File: src/rtl/core/stt_pkg.sv
// stt_pkg: shared types, character codes and token kind codes for the
// source text tokenizer. No dependencies; used by every file in rtl/core.
`timescale 1ns / 1ps

package stt_pkg;

    // lexeme length limit
    localparam int LENGTH_BITS = 16;
    localparam int LEN_EFF_BITS = (LENGTH_BITS > 16) ? 16 : LENGTH_BITS;
    localparam int LEN_MAX_INT = (1 << LEN_EFF_BITS) - 1;
    localparam logic [15:0] LEN_MAX = 16'(LEN_MAX_INT);

    // largest number value
    localparam logic [30:0] NUM_MAX = 31'h7FFF_FFFF;

    // result queue depth
    localparam int QDEPTH = 4;
    localparam int QCNT_BITS = $clog2(QDEPTH + 1);

    // character codes
    localparam logic [7:0] CH_NUL   = 8'h00;
    localparam logic [7:0] CH_TAB   = 8'h09;
    localparam logic [7:0] CH_LF    = 8'h0A;
    localparam logic [7:0] CH_CR    = 8'h0D;
    localparam logic [7:0] CH_SPACE = 8'h20;
    localparam logic [7:0] CH_BANG  = 8'h21;
    localparam logic [7:0] CH_DQ    = 8'h22;
    localparam logic [7:0] CH_SQ    = 8'h27;
    localparam logic [7:0] CH_LPAR  = 8'h28;
    localparam logic [7:0] CH_RPAR  = 8'h29;
    localparam logic [7:0] CH_STAR  = 8'h2A;
    localparam logic [7:0] CH_PLUS  = 8'h2B;
    localparam logic [7:0] CH_COMMA = 8'h2C;
    localparam logic [7:0] CH_MINUS = 8'h2D;
    localparam logic [7:0] CH_DOT   = 8'h2E;
    localparam logic [7:0] CH_SLASH = 8'h2F;
    localparam logic [7:0] CH_0     = 8'h30;
    localparam logic [7:0] CH_9     = 8'h39;
    localparam logic [7:0] CH_LT    = 8'h3C;
    localparam logic [7:0] CH_EQ    = 8'h3D;
    localparam logic [7:0] CH_GT    = 8'h3E;
    localparam logic [7:0] CH_UC_A  = 8'h41;
    localparam logic [7:0] CH_UC_Z  = 8'h5A;
    localparam logic [7:0] CH_UNDER = 8'h5F;
    localparam logic [7:0] CH_LC_A  = 8'h61;
    localparam logic [7:0] CH_LC_Z  = 8'h7A;
    localparam logic [7:0] CH_LBRC  = 8'h7B;
    localparam logic [7:0] CH_RBRC  = 8'h7D;

    // token kinds
    localparam logic [4:0] K_EOB     = 5'd0;
    localparam logic [4:0] K_NEWLINE = 5'd1;
    localparam logic [4:0] K_PLUS    = 5'd2;
    localparam logic [4:0] K_MINUS   = 5'd3;
    localparam logic [4:0] K_STAR    = 5'd4;
    localparam logic [4:0] K_SLASH   = 5'd5;
    localparam logic [4:0] K_LT      = 5'd6;
    localparam logic [4:0] K_LE      = 5'd7;
    localparam logic [4:0] K_GT      = 5'd8;
    localparam logic [4:0] K_GE      = 5'd9;
    localparam logic [4:0] K_ASSIGN  = 5'd10;
    localparam logic [4:0] K_EQEQ    = 5'd11;
    localparam logic [4:0] K_BANG    = 5'd12;
    localparam logic [4:0] K_NE      = 5'd13;
    localparam logic [4:0] K_COMMA   = 5'd14;
    localparam logic [4:0] K_LBRACE  = 5'd15;
    localparam logic [4:0] K_RBRACE  = 5'd16;
    localparam logic [4:0] K_LPAREN  = 5'd17;
    localparam logic [4:0] K_RPAREN  = 5'd18;
    localparam logic [4:0] K_RANGE   = 5'd19;
    localparam logic [4:0] K_IDENT   = 5'd20;
    localparam logic [4:0] K_NUMBER  = 5'd21;
    localparam logic [4:0] K_LITERAL = 5'd22;
    localparam logic [4:0] K_INVALID = 5'd23;
    localparam logic [4:0] K_UNTERM  = 5'd24;

    // scanner phase, one-hot
    typedef enum logic [9:0] {
        PH_IDLE   = 10'b00_0000_0001,
        PH_DOT    = 10'b00_0000_0010,
        PH_LT     = 10'b00_0000_0100,
        PH_GT     = 10'b00_0000_1000,
        PH_EQ     = 10'b00_0001_0000,
        PH_BANG   = 10'b00_0010_0000,
        PH_IDENT  = 10'b00_0100_0000,
        PH_NUMBER = 10'b00_1000_0000,
        PH_LIT_SQ = 10'b01_0000_0000,
        PH_LIT_DQ = 10'b10_0000_0000
    } phase_t;

    // one result token
    typedef struct packed {
        logic [4:0]  token_kind;
        logic [30:0] number_value;
        logic [31:0] start_offset;
        logic [15:0] token_length;
        logic [31:0] line_number;
        logic        saturated;
        logic        last_of_run;
    } tok_t;

    // up to two tokens from one scanned byte, first one always in t0
    typedef struct packed {
        logic v0;
        logic v1;
        tok_t t0;
        tok_t t1;
    } push_t;

    function automatic tok_t make_tok(logic [4:0] kind, logic [30:0] value,
                                      logic [31:0] start, logic [15:0] len,
                                      logic [31:0] line, logic sat);
        tok_t t;
        t.token_kind   = kind;
        t.number_value = value;
        t.start_offset = start;
        t.token_length = len;
        t.line_number  = line;
        t.saturated    = sat;
        t.last_of_run  = 1'b0;
        return t;
    endfunction

endpackage

File: src/rtl/core/stt_scanner.sv
// stt_scanner: scanner state registers and the per-byte next-state logic.
// Produces up to two tokens per scanned byte. Depends on stt_pkg.
`timescale 1ns / 1ps

module stt_scanner (
    input  logic              aclk,
    input  logic              aresetn,
    input  logic              scan_fire,
    input  logic [7:0]        text_byte,
    input  logic              end_of_input,
    output stt_pkg::push_t    push
);

    stt_pkg::phase_t phase_reg, phase_next;
    logic [30:0] acc_reg, acc_next;
    logic [31:0] start_reg, start_next;
    logic [15:0] count_reg, count_next;
    logic [31:0] offset_reg, offset_next;
    logic [31:0] line_reg, line_next;
    logic        clip_reg, clip_next;

    // byte classes
    logic       is_alpha, is_dig;
    logic [3:0] dig_val;

    assign is_alpha = (text_byte inside {[stt_pkg::CH_LC_A:stt_pkg::CH_LC_Z],
                                         [stt_pkg::CH_UC_A:stt_pkg::CH_UC_Z],
                                         stt_pkg::CH_UNDER});
    assign is_dig   = (text_byte inside {[stt_pkg::CH_0:stt_pkg::CH_9]});
    assign dig_val  = 4'(text_byte - stt_pkg::CH_0);

    // token held by the current phase
    logic          flush_v;
    stt_pkg::tok_t flush_t;

    always_comb begin
        flush_v = (phase_reg != stt_pkg::PH_IDLE);
        flush_t = stt_pkg::make_tok(stt_pkg::K_INVALID, '0, start_reg, 16'd1,
                                    line_reg, 1'b0);
        case (phase_reg)
            stt_pkg::PH_DOT:  flush_t.token_kind = stt_pkg::K_INVALID;
            stt_pkg::PH_LT:   flush_t.token_kind = stt_pkg::K_LT;
            stt_pkg::PH_GT:   flush_t.token_kind = stt_pkg::K_GT;
            stt_pkg::PH_EQ:   flush_t.token_kind = stt_pkg::K_ASSIGN;
            stt_pkg::PH_BANG: flush_t.token_kind = stt_pkg::K_BANG;
            stt_pkg::PH_IDENT: begin
                flush_t = stt_pkg::make_tok(stt_pkg::K_IDENT, '0, start_reg,
                                            count_reg, line_reg, clip_reg);
            end
            stt_pkg::PH_NUMBER: begin
                flush_t = stt_pkg::make_tok(stt_pkg::K_NUMBER, acc_reg, start_reg,
                                            count_reg, line_reg, clip_reg);
            end
            stt_pkg::PH_LIT_SQ, stt_pkg::PH_LIT_DQ: begin
                flush_t = stt_pkg::make_tok(stt_pkg::K_UNTERM, '0, start_reg,
                                            count_reg, line_reg, clip_reg);
            end
            default: flush_t.token_kind = stt_pkg::K_INVALID;
        endcase
    end

    // scan of the byte from the idle phase
    logic            fr_emit, fr_begin, fr_nl, fr_restart;
    stt_pkg::tok_t   fr_tok;
    stt_pkg::phase_t fr_phase;
    logic [31:0]     fr_start;
    logic [15:0]     fr_count;
    logic [30:0]     fr_acc;

    always_comb begin
        fr_emit    = 1'b1;
        fr_begin   = 1'b0;
        fr_nl      = 1'b0;
        fr_restart = 1'b0;
        fr_phase   = stt_pkg::PH_IDLE;
        fr_start   = offset_reg;
        fr_count   = 16'd1;
        fr_acc     = '0;
        fr_tok     = stt_pkg::make_tok(stt_pkg::K_INVALID, '0, offset_reg, 16'd1,
                                       line_reg, 1'b0);
        case (text_byte)
            stt_pkg::CH_SPACE, stt_pkg::CH_TAB, stt_pkg::CH_CR: fr_emit = 1'b0;
            stt_pkg::CH_LF: begin
                fr_tok.token_kind = stt_pkg::K_NEWLINE;
                fr_nl = 1'b1;
            end
            stt_pkg::CH_PLUS:  fr_tok.token_kind = stt_pkg::K_PLUS;
            stt_pkg::CH_MINUS: fr_tok.token_kind = stt_pkg::K_MINUS;
            stt_pkg::CH_STAR:  fr_tok.token_kind = stt_pkg::K_STAR;
            stt_pkg::CH_SLASH: fr_tok.token_kind = stt_pkg::K_SLASH;
            stt_pkg::CH_COMMA: fr_tok.token_kind = stt_pkg::K_COMMA;
            stt_pkg::CH_LBRC:  fr_tok.token_kind = stt_pkg::K_LBRACE;
            stt_pkg::CH_RBRC:  fr_tok.token_kind = stt_pkg::K_RBRACE;
            stt_pkg::CH_LPAR:  fr_tok.token_kind = stt_pkg::K_LPAREN;
            stt_pkg::CH_RPAR:  fr_tok.token_kind = stt_pkg::K_RPAREN;
            stt_pkg::CH_DOT: begin
                fr_emit = 1'b0; fr_begin = 1'b1; fr_phase = stt_pkg::PH_DOT;
            end
            stt_pkg::CH_LT: begin
                fr_emit = 1'b0; fr_begin = 1'b1; fr_phase = stt_pkg::PH_LT;
            end
            stt_pkg::CH_GT: begin
                fr_emit = 1'b0; fr_begin = 1'b1; fr_phase = stt_pkg::PH_GT;
            end
            stt_pkg::CH_EQ: begin
                fr_emit = 1'b0; fr_begin = 1'b1; fr_phase = stt_pkg::PH_EQ;
            end
            stt_pkg::CH_BANG: begin
                fr_emit = 1'b0; fr_begin = 1'b1; fr_phase = stt_pkg::PH_BANG;
            end
            stt_pkg::CH_SQ, stt_pkg::CH_DQ: begin
                fr_emit  = 1'b0;
                fr_begin = 1'b1;
                fr_phase = (text_byte == stt_pkg::CH_DQ) ? stt_pkg::PH_LIT_DQ
                                                         : stt_pkg::PH_LIT_SQ;
                fr_start = offset_reg + 32'd1;
                fr_count = 16'd0;
            end
            stt_pkg::CH_NUL: begin
                fr_tok.token_kind   = stt_pkg::K_EOB;
                fr_tok.token_length = 16'd0;
                fr_restart = 1'b1;
            end
            default: begin
                if (is_alpha) begin
                    fr_emit = 1'b0; fr_begin = 1'b1; fr_phase = stt_pkg::PH_IDENT;
                end else if (is_dig) begin
                    fr_emit  = 1'b0;
                    fr_begin = 1'b1;
                    fr_phase = stt_pkg::PH_NUMBER;
                    fr_acc   = 31'(dig_val);
                end
            end
        endcase
    end

    // length growth and decimal accumulation
    logic [15:0] grow_count;
    logic        grow_clip;
    logic [34:0] acc_x10;
    logic        acc_ovf;

    assign grow_count = (count_reg < stt_pkg::LEN_MAX) ? count_reg + 16'd1 : count_reg;
    assign grow_clip  = clip_reg | (count_reg >= stt_pkg::LEN_MAX);
    assign acc_x10    = {1'b0, acc_reg, 3'b000} + {3'b000, acc_reg, 1'b0}
                        + 35'(dig_val);
    assign acc_ovf    = (acc_x10[34:31] != 4'd0);

    // next state and token selection
    logic          a_v, b_v, chain, restart;
    stt_pkg::tok_t a_t, b_t;
    logic [7:0]    second_ch, quote_ch;

    always_comb begin
        phase_next  = phase_reg;
        acc_next    = acc_reg;
        start_next  = start_reg;
        count_next  = count_reg;
        clip_next   = clip_reg;
        line_next   = line_reg;
        offset_next = offset_reg + 32'd1;
        a_v     = 1'b0;
        b_v     = 1'b0;
        a_t     = flush_t;
        b_t     = fr_tok;
        chain   = 1'b0;
        restart = 1'b0;
        second_ch = (phase_reg == stt_pkg::PH_DOT) ? stt_pkg::CH_DOT : stt_pkg::CH_EQ;
        quote_ch  = (phase_reg == stt_pkg::PH_LIT_DQ) ? stt_pkg::CH_DQ : stt_pkg::CH_SQ;

        if (end_of_input) begin
            // flush, then end of buffer at the current offset
            a_v = flush_v;
            b_v = 1'b1;
            b_t = stt_pkg::make_tok(stt_pkg::K_EOB, '0, offset_reg, 16'd0,
                                    line_reg, 1'b0);
            restart = 1'b1;
        end else begin
            case (phase_reg)
                stt_pkg::PH_DOT, stt_pkg::PH_LT, stt_pkg::PH_GT,
                stt_pkg::PH_EQ, stt_pkg::PH_BANG: begin
                    if (text_byte == second_ch) begin
                        a_v = 1'b1;
                        a_t = stt_pkg::make_tok(stt_pkg::K_RANGE, '0, start_reg,
                                                16'd2, line_reg, 1'b0);
                        case (phase_reg)
                            stt_pkg::PH_LT:   a_t.token_kind = stt_pkg::K_LE;
                            stt_pkg::PH_GT:   a_t.token_kind = stt_pkg::K_GE;
                            stt_pkg::PH_EQ:   a_t.token_kind = stt_pkg::K_EQEQ;
                            stt_pkg::PH_BANG: a_t.token_kind = stt_pkg::K_NE;
                            default:          a_t.token_kind = stt_pkg::K_RANGE;
                        endcase
                        phase_next = stt_pkg::PH_IDLE;
                    end else begin
                        chain = 1'b1;
                    end
                end
                stt_pkg::PH_IDENT: begin
                    if (is_alpha || is_dig) begin
                        count_next = grow_count;
                        clip_next  = grow_clip;
                    end else begin
                        chain = 1'b1;
                    end
                end
                stt_pkg::PH_NUMBER: begin
                    if (is_dig) begin
                        acc_next   = acc_ovf ? stt_pkg::NUM_MAX : acc_x10[30:0];
                        count_next = grow_count;
                        clip_next  = grow_clip | acc_ovf;
                    end else begin
                        chain = 1'b1;
                    end
                end
                stt_pkg::PH_LIT_SQ, stt_pkg::PH_LIT_DQ: begin
                    if (text_byte == stt_pkg::CH_NUL) begin
                        chain = 1'b1;
                    end else if (text_byte == quote_ch) begin
                        a_v = 1'b1;
                        a_t = stt_pkg::make_tok(stt_pkg::K_LITERAL, '0, start_reg,
                                                count_reg, line_reg, clip_reg);
                        phase_next = stt_pkg::PH_IDLE;
                    end else begin
                        count_next = grow_count;
                        clip_next  = grow_clip;
                    end
                end
                default: chain = 1'b1;
            endcase

            // pending token out, then the byte scanned afresh
            if (chain) begin
                a_v        = flush_v;
                b_v        = fr_emit;
                phase_next = stt_pkg::PH_IDLE;
                if (fr_begin) begin
                    phase_next = fr_phase;
                    start_next = fr_start;
                    count_next = fr_count;
                    acc_next   = fr_acc;
                    clip_next  = 1'b0;
                end
                if (fr_nl) begin
                    line_next = line_reg + 32'd1;
                end
                restart = fr_restart;
            end
        end

        if (restart) begin
            phase_next  = stt_pkg::PH_IDLE;
            acc_next    = '0;
            start_next  = '0;
            count_next  = '0;
            clip_next   = 1'b0;
            line_next   = '0;
            offset_next = '0;
        end
    end

    // pack tokens, first valid one in slot zero
    always_comb begin
        push = '0;
        if (a_v) begin
            push.v0 = 1'b1;
            push.t0 = a_t;
            push.v1 = b_v;
            push.t1 = b_t;
        end else begin
            push.v0 = b_v;
            push.t0 = b_t;
            push.v1 = 1'b0;
            push.t1 = b_t;
        end
        push.t0.last_of_run = ~push.v1;
        push.t1.last_of_run = 1'b1;
        if (!scan_fire) begin
            push.v0 = 1'b0;
            push.v1 = 1'b0;
        end
    end

    // scanner state
    always_ff @(posedge aclk) begin
        if (!aresetn) begin
            phase_reg  <= stt_pkg::PH_IDLE;
            acc_reg    <= '0;
            start_reg  <= '0;
            count_reg  <= '0;
            offset_reg <= '0;
            line_reg   <= '0;
            clip_reg   <= 1'b0;
        end else if (scan_fire) begin
            phase_reg  <= phase_next;
            acc_reg    <= acc_next;
            start_reg  <= start_next;
            count_reg  <= count_next;
            offset_reg <= offset_next;
            line_reg   <= line_next;
            clip_reg   <= clip_next;
        end
    end

endmodule

File: src/rtl/core/stt_result_queue.sv
// stt_result_queue: shifting result queue that takes up to two tokens a
// cycle and presents the oldest one from a register. Depends on stt_pkg.
`timescale 1ns / 1ps

module stt_result_queue (
    input  logic           aclk,
    input  logic           aresetn,
    input  stt_pkg::push_t push,
    output logic           has_room,
    output logic           out_valid,
    input  logic           out_ready,
    output stt_pkg::tok_t  out_tok
);

    stt_pkg::tok_t q_reg [stt_pkg::QDEPTH];
    stt_pkg::tok_t q_next [stt_pkg::QDEPTH];
    logic [stt_pkg::QCNT_BITS-1:0] count_reg, count_next;
    logic [stt_pkg::QCNT_BITS-1:0] base;
    logic                          pop;

    assign out_valid = (count_reg != '0);
    assign out_tok   = q_reg[0];
    assign pop       = out_valid & out_ready;
    assign has_room  = (count_reg <= stt_pkg::QCNT_BITS'(stt_pkg::QDEPTH - 2));
    assign base      = count_reg - stt_pkg::QCNT_BITS'(pop);

    // shift on pop, then write new tokens behind the survivors
    always_comb begin
        for (int i = 0; i < stt_pkg::QDEPTH; i++) begin
            q_next[i] = q_reg[i];
            if (pop && i < stt_pkg::QDEPTH - 1) begin
                q_next[i] = q_reg[(i + 1) % stt_pkg::QDEPTH];
            end
            if (push.v0 && base == stt_pkg::QCNT_BITS'(i)) begin
                q_next[i] = push.t0;
            end
            if (push.v1 && base + 1'b1 == stt_pkg::QCNT_BITS'(i)) begin
                q_next[i] = push.t1;
            end
        end
        count_next = base + stt_pkg::QCNT_BITS'(push.v0)
                          + stt_pkg::QCNT_BITS'(push.v1);
    end

    // occupancy
    always_ff @(posedge aclk) begin
        if (!aresetn) begin
            count_reg <= '0;
        end else begin
            count_reg <= count_next;
        end
    end

    // entries
    always_ff @(posedge aclk) begin
        for (int i = 0; i < stt_pkg::QDEPTH; i++) begin
            q_reg[i] <= q_next[i];
        end
    end

endmodule

File: src/rtl/core/source_text_tokenizer_core.sv
// source_text_tokenizer_core: top level of the streaming tokenizer.
// Depends on stt_pkg, stt_scanner and stt_result_queue.
`timescale 1ns / 1ps

// Usage
//   Slave channel: one source byte per request in s_tdata[7:0]; s_tlast high
//   marks end of input (the byte is then ignored), which flushes any pending
//   token, sends an end-of-buffer token and restarts offsets and lines at 0.
//   A NUL byte does the same at its own offset.
//   Master channel: one token per request. m_tuser carries kind and the
//   saturation flag, m_tdata the value, offset, length and line; m_tlast is
//   high on the last token caused by one input byte.
//   Path: a byte is held in the input register and scanned into the result
//   queue once the queue has room; its first token is then shown on m_tvalid
//   from the output register of the queue.
//   Throughput: one byte per cycle while m_tready stays high and each byte
//   gives at most one token; a byte that ends a token and starts another of
//   one character gives two, which leave the single read port of the queue in turn.
//   Stalls: a four-entry queue absorbs m_tready low; the scanner waits when
//   fewer than two entries are free and s_tready then drops.
//   Reset (aresetn low, synchronous) empties the queue and clears the scanner.
module source_text_tokenizer_core (
    input  logic          aclk,
    input  logic          aresetn,
    // source bytes
    input  logic          s_tvalid,
    output logic          s_tready,
    input  logic [7:0]    s_tdata,   // [7:0] text_byte
    input  logic          s_tlast,   // end_of_input
    // tokens
    output logic          m_tvalid,
    input  logic          m_tready,
    output logic [111:0]  m_tdata,   // [30:0] number_value, [62:31] start_offset,
                                     // [78:63] token_length, [110:79] line_number,
                                     // [111] zero
    output logic [5:0]    m_tuser,   // [4:0] token_kind, [5] saturated
    output logic          m_tlast    // last_of_run
);

    logic           in_valid_reg;
    logic [7:0]     in_byte_reg;
    logic           in_end_reg;
    logic           has_room;
    logic           scan_fire;
    stt_pkg::push_t push;
    stt_pkg::tok_t  out_tok;

    assign scan_fire = in_valid_reg & has_room;
    assign s_tready  = ~in_valid_reg | scan_fire;

    // input register
    always_ff @(posedge aclk) begin
        if (!aresetn) begin
            in_valid_reg <= 1'b0;
        end else if (s_tready) begin
            in_valid_reg <= s_tvalid;
        end
    end

    always_ff @(posedge aclk) begin
        if (s_tvalid && s_tready) begin
            in_byte_reg <= s_tdata;
            in_end_reg  <= s_tlast;
        end
    end

    stt_scanner u_scanner (
        .aclk         (aclk),
        .aresetn      (aresetn),
        .scan_fire    (scan_fire),
        .text_byte    (in_byte_reg),
        .end_of_input (in_end_reg),
        .push         (push)
    );

    stt_result_queue u_queue (
        .aclk      (aclk),
        .aresetn   (aresetn),
        .push      (push),
        .has_room  (has_room),
        .out_valid (m_tvalid),
        .out_ready (m_tready),
        .out_tok   (out_tok)
    );

    // output packing
    assign m_tdata = {1'b0, out_tok.line_number, out_tok.token_length,
                      out_tok.start_offset, out_tok.number_value};
    assign m_tuser = {out_tok.saturated, out_tok.token_kind};
    assign m_tlast = out_tok.last_of_run;

    // a second token never comes without a first
    a_pair_order: assert property (@(posedge aclk) disable iff (!aresetn)
        push.v1 |-> push.v0)
        else $error("second token pushed without first");

    // tokens are never pushed without a scan and queue room
    a_no_overrun: assert property (@(posedge aclk) disable iff (!aresetn)
        (push.v0 || push.v1) |-> (scan_fire && has_room))
        else $error("token pushed without queue room");

    // end of input always closes with an end-of-buffer token
    a_end_eob: assert property (@(posedge aclk) disable iff (!aresetn)
        (scan_fire && in_end_reg) |->
            (push.v0 && ((push.v1 && push.t1.token_kind == stt_pkg::K_EOB) ||
                         (!push.v1 && push.t0.token_kind == stt_pkg::K_EOB))))
        else $error("end of input without end-of-buffer token");

    // only the final token of a pair carries the run mark
    a_last_mark: assert property (@(posedge aclk) disable iff (!aresetn)
        (push.v0 && push.v1) |-> (!push.t0.last_of_run && push.t1.last_of_run))
        else $error("run mark on wrong token");

endmodule
File: config.mk
export PLATFORM = sky130hd
export DESIGN_NAME = source_text_tokenizer_core
export DESIGN_NICKNAME = d
export VERILOG_FILES = /design/src/rtl/core/stt_pkg.sv /design/src/rtl/core/stt_scanner.sv /design/src/rtl/core/stt_result_queue.sv /design/src/rtl/core/source_text_tokenizer_core.sv
export SDC_FILE = /design/constraint.sdc
export NUM_CORES = 1
export LEC_CHECK = 0
export BUFFER_PORTS_ARGS = -buffer_cell sky130_fd_sc_hd__buf_2
export CORE_MARGIN = 4
export CORE_UTILIZATION = 58
export CTS_CLUSTER_SIZE = 20
export DETAILED_ROUTE_END_ITERATION = 10
export GPL_TIMING_DRIVEN = 0
export PLACE_DENSITY = 0.86
export SKIP_CTS_REPAIR_TIMING = 1
export SLEW_MARGIN = 20
export SYNTH_ARGS = -nofsm -noshare
export SYNTH_HDL_FRONTEND = slang
export SYNTH_SLANG_ARGS = --single-unit
File: constraint.sdc
create_clock -name aclk -period 9.24 [get_ports aclk]
set_input_delay 1.386 -clock aclk [delete_from_list [all_inputs] [get_ports aclk]]
set_output_delay 1.386 -clock aclk [all_outputs]
set_load 0.05 [all_outputs]
==> metrics.txt <==
outcome=completed; RSZ-0062 raised after global routing=false; Fin Setup TNS=0 ns; Die Span X=244 um; period utilization=0.662; placed insts=4151; initial antenna violation count=0; # DRC=0; GR Layer Usage met3=0.0522; total grt overflow=0; gr busiest metal=met2; met2 usage in global routing=0.502; most frequent cells in the layout=dfxtp_1 (350), a21oi_1 (305), edfxtp_1 (289); reg-to-reg startpoint=u_queue.count_reg[0]; gr usage total=0.308; most common cell after layout, fill and taps aside=dfxtp_1; synthesized flop and latch total=639; CP dominant cell by count=ha_1; cell taking the most area after synthesis=edfxtp_1; Critical Path RT=9.56 ns; DRT iter0 DRCs=3725; CP bufs+invs=8; crit path DAT=6.43 ns; Post-Layout Cell Count=4275; Max Cap Violations=0; Critical path origin=m_tready; mapped cell area=0.0323 mm2; Net Count, Synth=3351; post-route minimum period=6.11 ns; Peak Freq=0.164 GHz; number of port buffers=132; Longest Clk Path Bufs=3; Die Footprint=0.0596 mm2; synthesis-to-layout area growth=12.3%; I/O pin cnt=134; clk sinks=639; worst slew pin tran=1.17 ns; initial core utilization=0.587; CP endpoint kind=flip-flop; Core ar.=0.0551 mm2; Avg Cell Area, Syn=9.89 um2; CP cell instances=buf_2 > nand2_1 > inv_2 > buf_1 > ha_1 > ha_1 > xor2_1 > inv_1 > ha_1 > clkbuf_1 > a21oi_2 > clkbuf_1 > inv_4 > buf_16; number of flip-flops in the largest register=472; Root Driver=clkbuf_16; final setup fails=0; Vias=27900; final wirelength=95300 um; DRT antenna net count=0; sequential share of the synthesized area=0.485; first-pass GRT wire length=148000 um; vias in the first global route=26900; pin count of the biggest net entering global routing=59; drt pass-1 iters=7; Critical Path Start Type=input port; ANT cells=0; detailed-route wire length per cell=22.3 um; CTS buffer count=67; EDFF count, synth=289; # H-tree levels=3; final core occ=0.659; share of layout cells above drive strength 1=0.105; Synth Warn #=0; crit path max fanout=52; ys async rst share=0; Gate Count Post-Synth=3267; GPL Wtd Cong=0.994; DP HPWL=66500 um; Worst-path clk slew=0.06 ns; leakage power=13.7 nW; post-synth top area share=0.269; Pwr per Cell Area=297 mW/mm2; maximum vdd drop=0.234 mV; startpoint of the worst hold path=u_queue.q_reg[3][92]; Crit path max-delay family=buffers and inverters; slowest cell on the critical path=buf_1; M1 GR Usage=0.394; max-slew violations=0; CTS tree=done; Chip Height=244 um; Final Hold Fails=0; ranking of synthesized cells by area=edfxtp_1 (27%), dfxtp_1 (22%), mux2i_1 (5.6%); Max transition margin=0.213; clock latency at the later pin of the worst-skew pair=0.63 ns; Final Net Count=3556; Yosys cell types=84; via-per-instance ratio=6.52; CP Class=in2reg; Row Count=86; clock skew=0.0297 ns; Primary FF master, synth=dfxtp_1; Slowest Stage Delay on Critical Path=0.71 ns; hold crit path type=reg2reg
## worst min-delay path: stages (launching register included)
cell and delay, ns:
dfxtp_1 0.30, o21ai_0 0.07, a21oi_1 0.06
## cell usage after synthesis, types with 14 or more instances
cell      count
o21bai_1     15
nand4_1      80
edfxtp_1    289
o31ai_1      15
o221ai_1     96
mux2i_1     180
or3_1        26
a31oi_1      25
and2_1       14
a21o_1       17
a22oi_1      38
buf_1        19
a211oi_1    160
dfxtp_1     350
o211ai_1     18
xnor2_1      63
ha_1         68
nand2b_1     17
nor2_1      151
buf_2        58
nand2_1     267
inv_1       160
xor2_1       24
and3_1       22
buf_4        18
a22o_1       34
mux2_1       87
nor2b_1      32
a21oi_1     305
o21ai_0     135
nand3_1      76
nor3_1       54
clkbuf_1    185
## layout make-up
cell class                      instances  area, um2
Buffer                                281       1200
Clock buffer                           99       1910
Clock inverter                         25        333
Fill cell                            4237      18800
Inverter                              163        614
Multi-Input combinational cell       2184      14900
Sequential cell                       639      15700
Tap cell                              748        936
Timing Repair Buffer                  136        771
## per-stage QoR
| stage | setup WS [ns] | power (W) | hold WS [ns] | instance area (um2) |
|---|---|---|---|---|
| after floorplan | 3.26 | 0.00695 | 0.449 | 32300 |
| after global placement | 0.764 | 0.00791 | 0.461 | 33900 |
| after detailed placement | 2.64 | 0.00804 | 0.465 | 34100 |
| after CTS | 3.26 | 0.0108 | 0.473 | 36300 |
| after global routing | 3.03 | 0.0112 | 0.492 | 36300 |
| final | 3.13 | 0.0108 | 0.478 | 36300 |
## power by group
part,internal [W],switching [W]
Clock,0.00159,0.00116
Combinational,0.00113,0.00273
Sequential,0.00390,0.000279
Total,0.00662,0.00417
## logic make-up after synthesis
kind of cell,count (synthesis),share of synthesized area
compound gates,935,0.190
xor+xnor,87,0.0236
fa+ha+maj,71,0.0282
buf+inv,444,0.0559
flops,639,0.485
mux,278,0.0899
other cells,1,0.000116
simple gates,812,0.127
## final timing paths
path	end	slack [ns]	cells after the start
max	u_queue.q_reg[3][62]	3.13	14
min	u_queue.q_reg[3][92]	0.48	2
max reg2reg	u_queue.q_reg[3][62]	3.21	15
min reg2reg	u_queue.q_reg[3][92]	0.48	2
## layer usage
metal,part of all wire,vias up
met5,0,-
met4,0.060,0
li1,-,12600
met3,0.094,345
met2,0.46,1668
met1,0.39,13300
No activity file was read; power rests on OpenSTA's default activity.
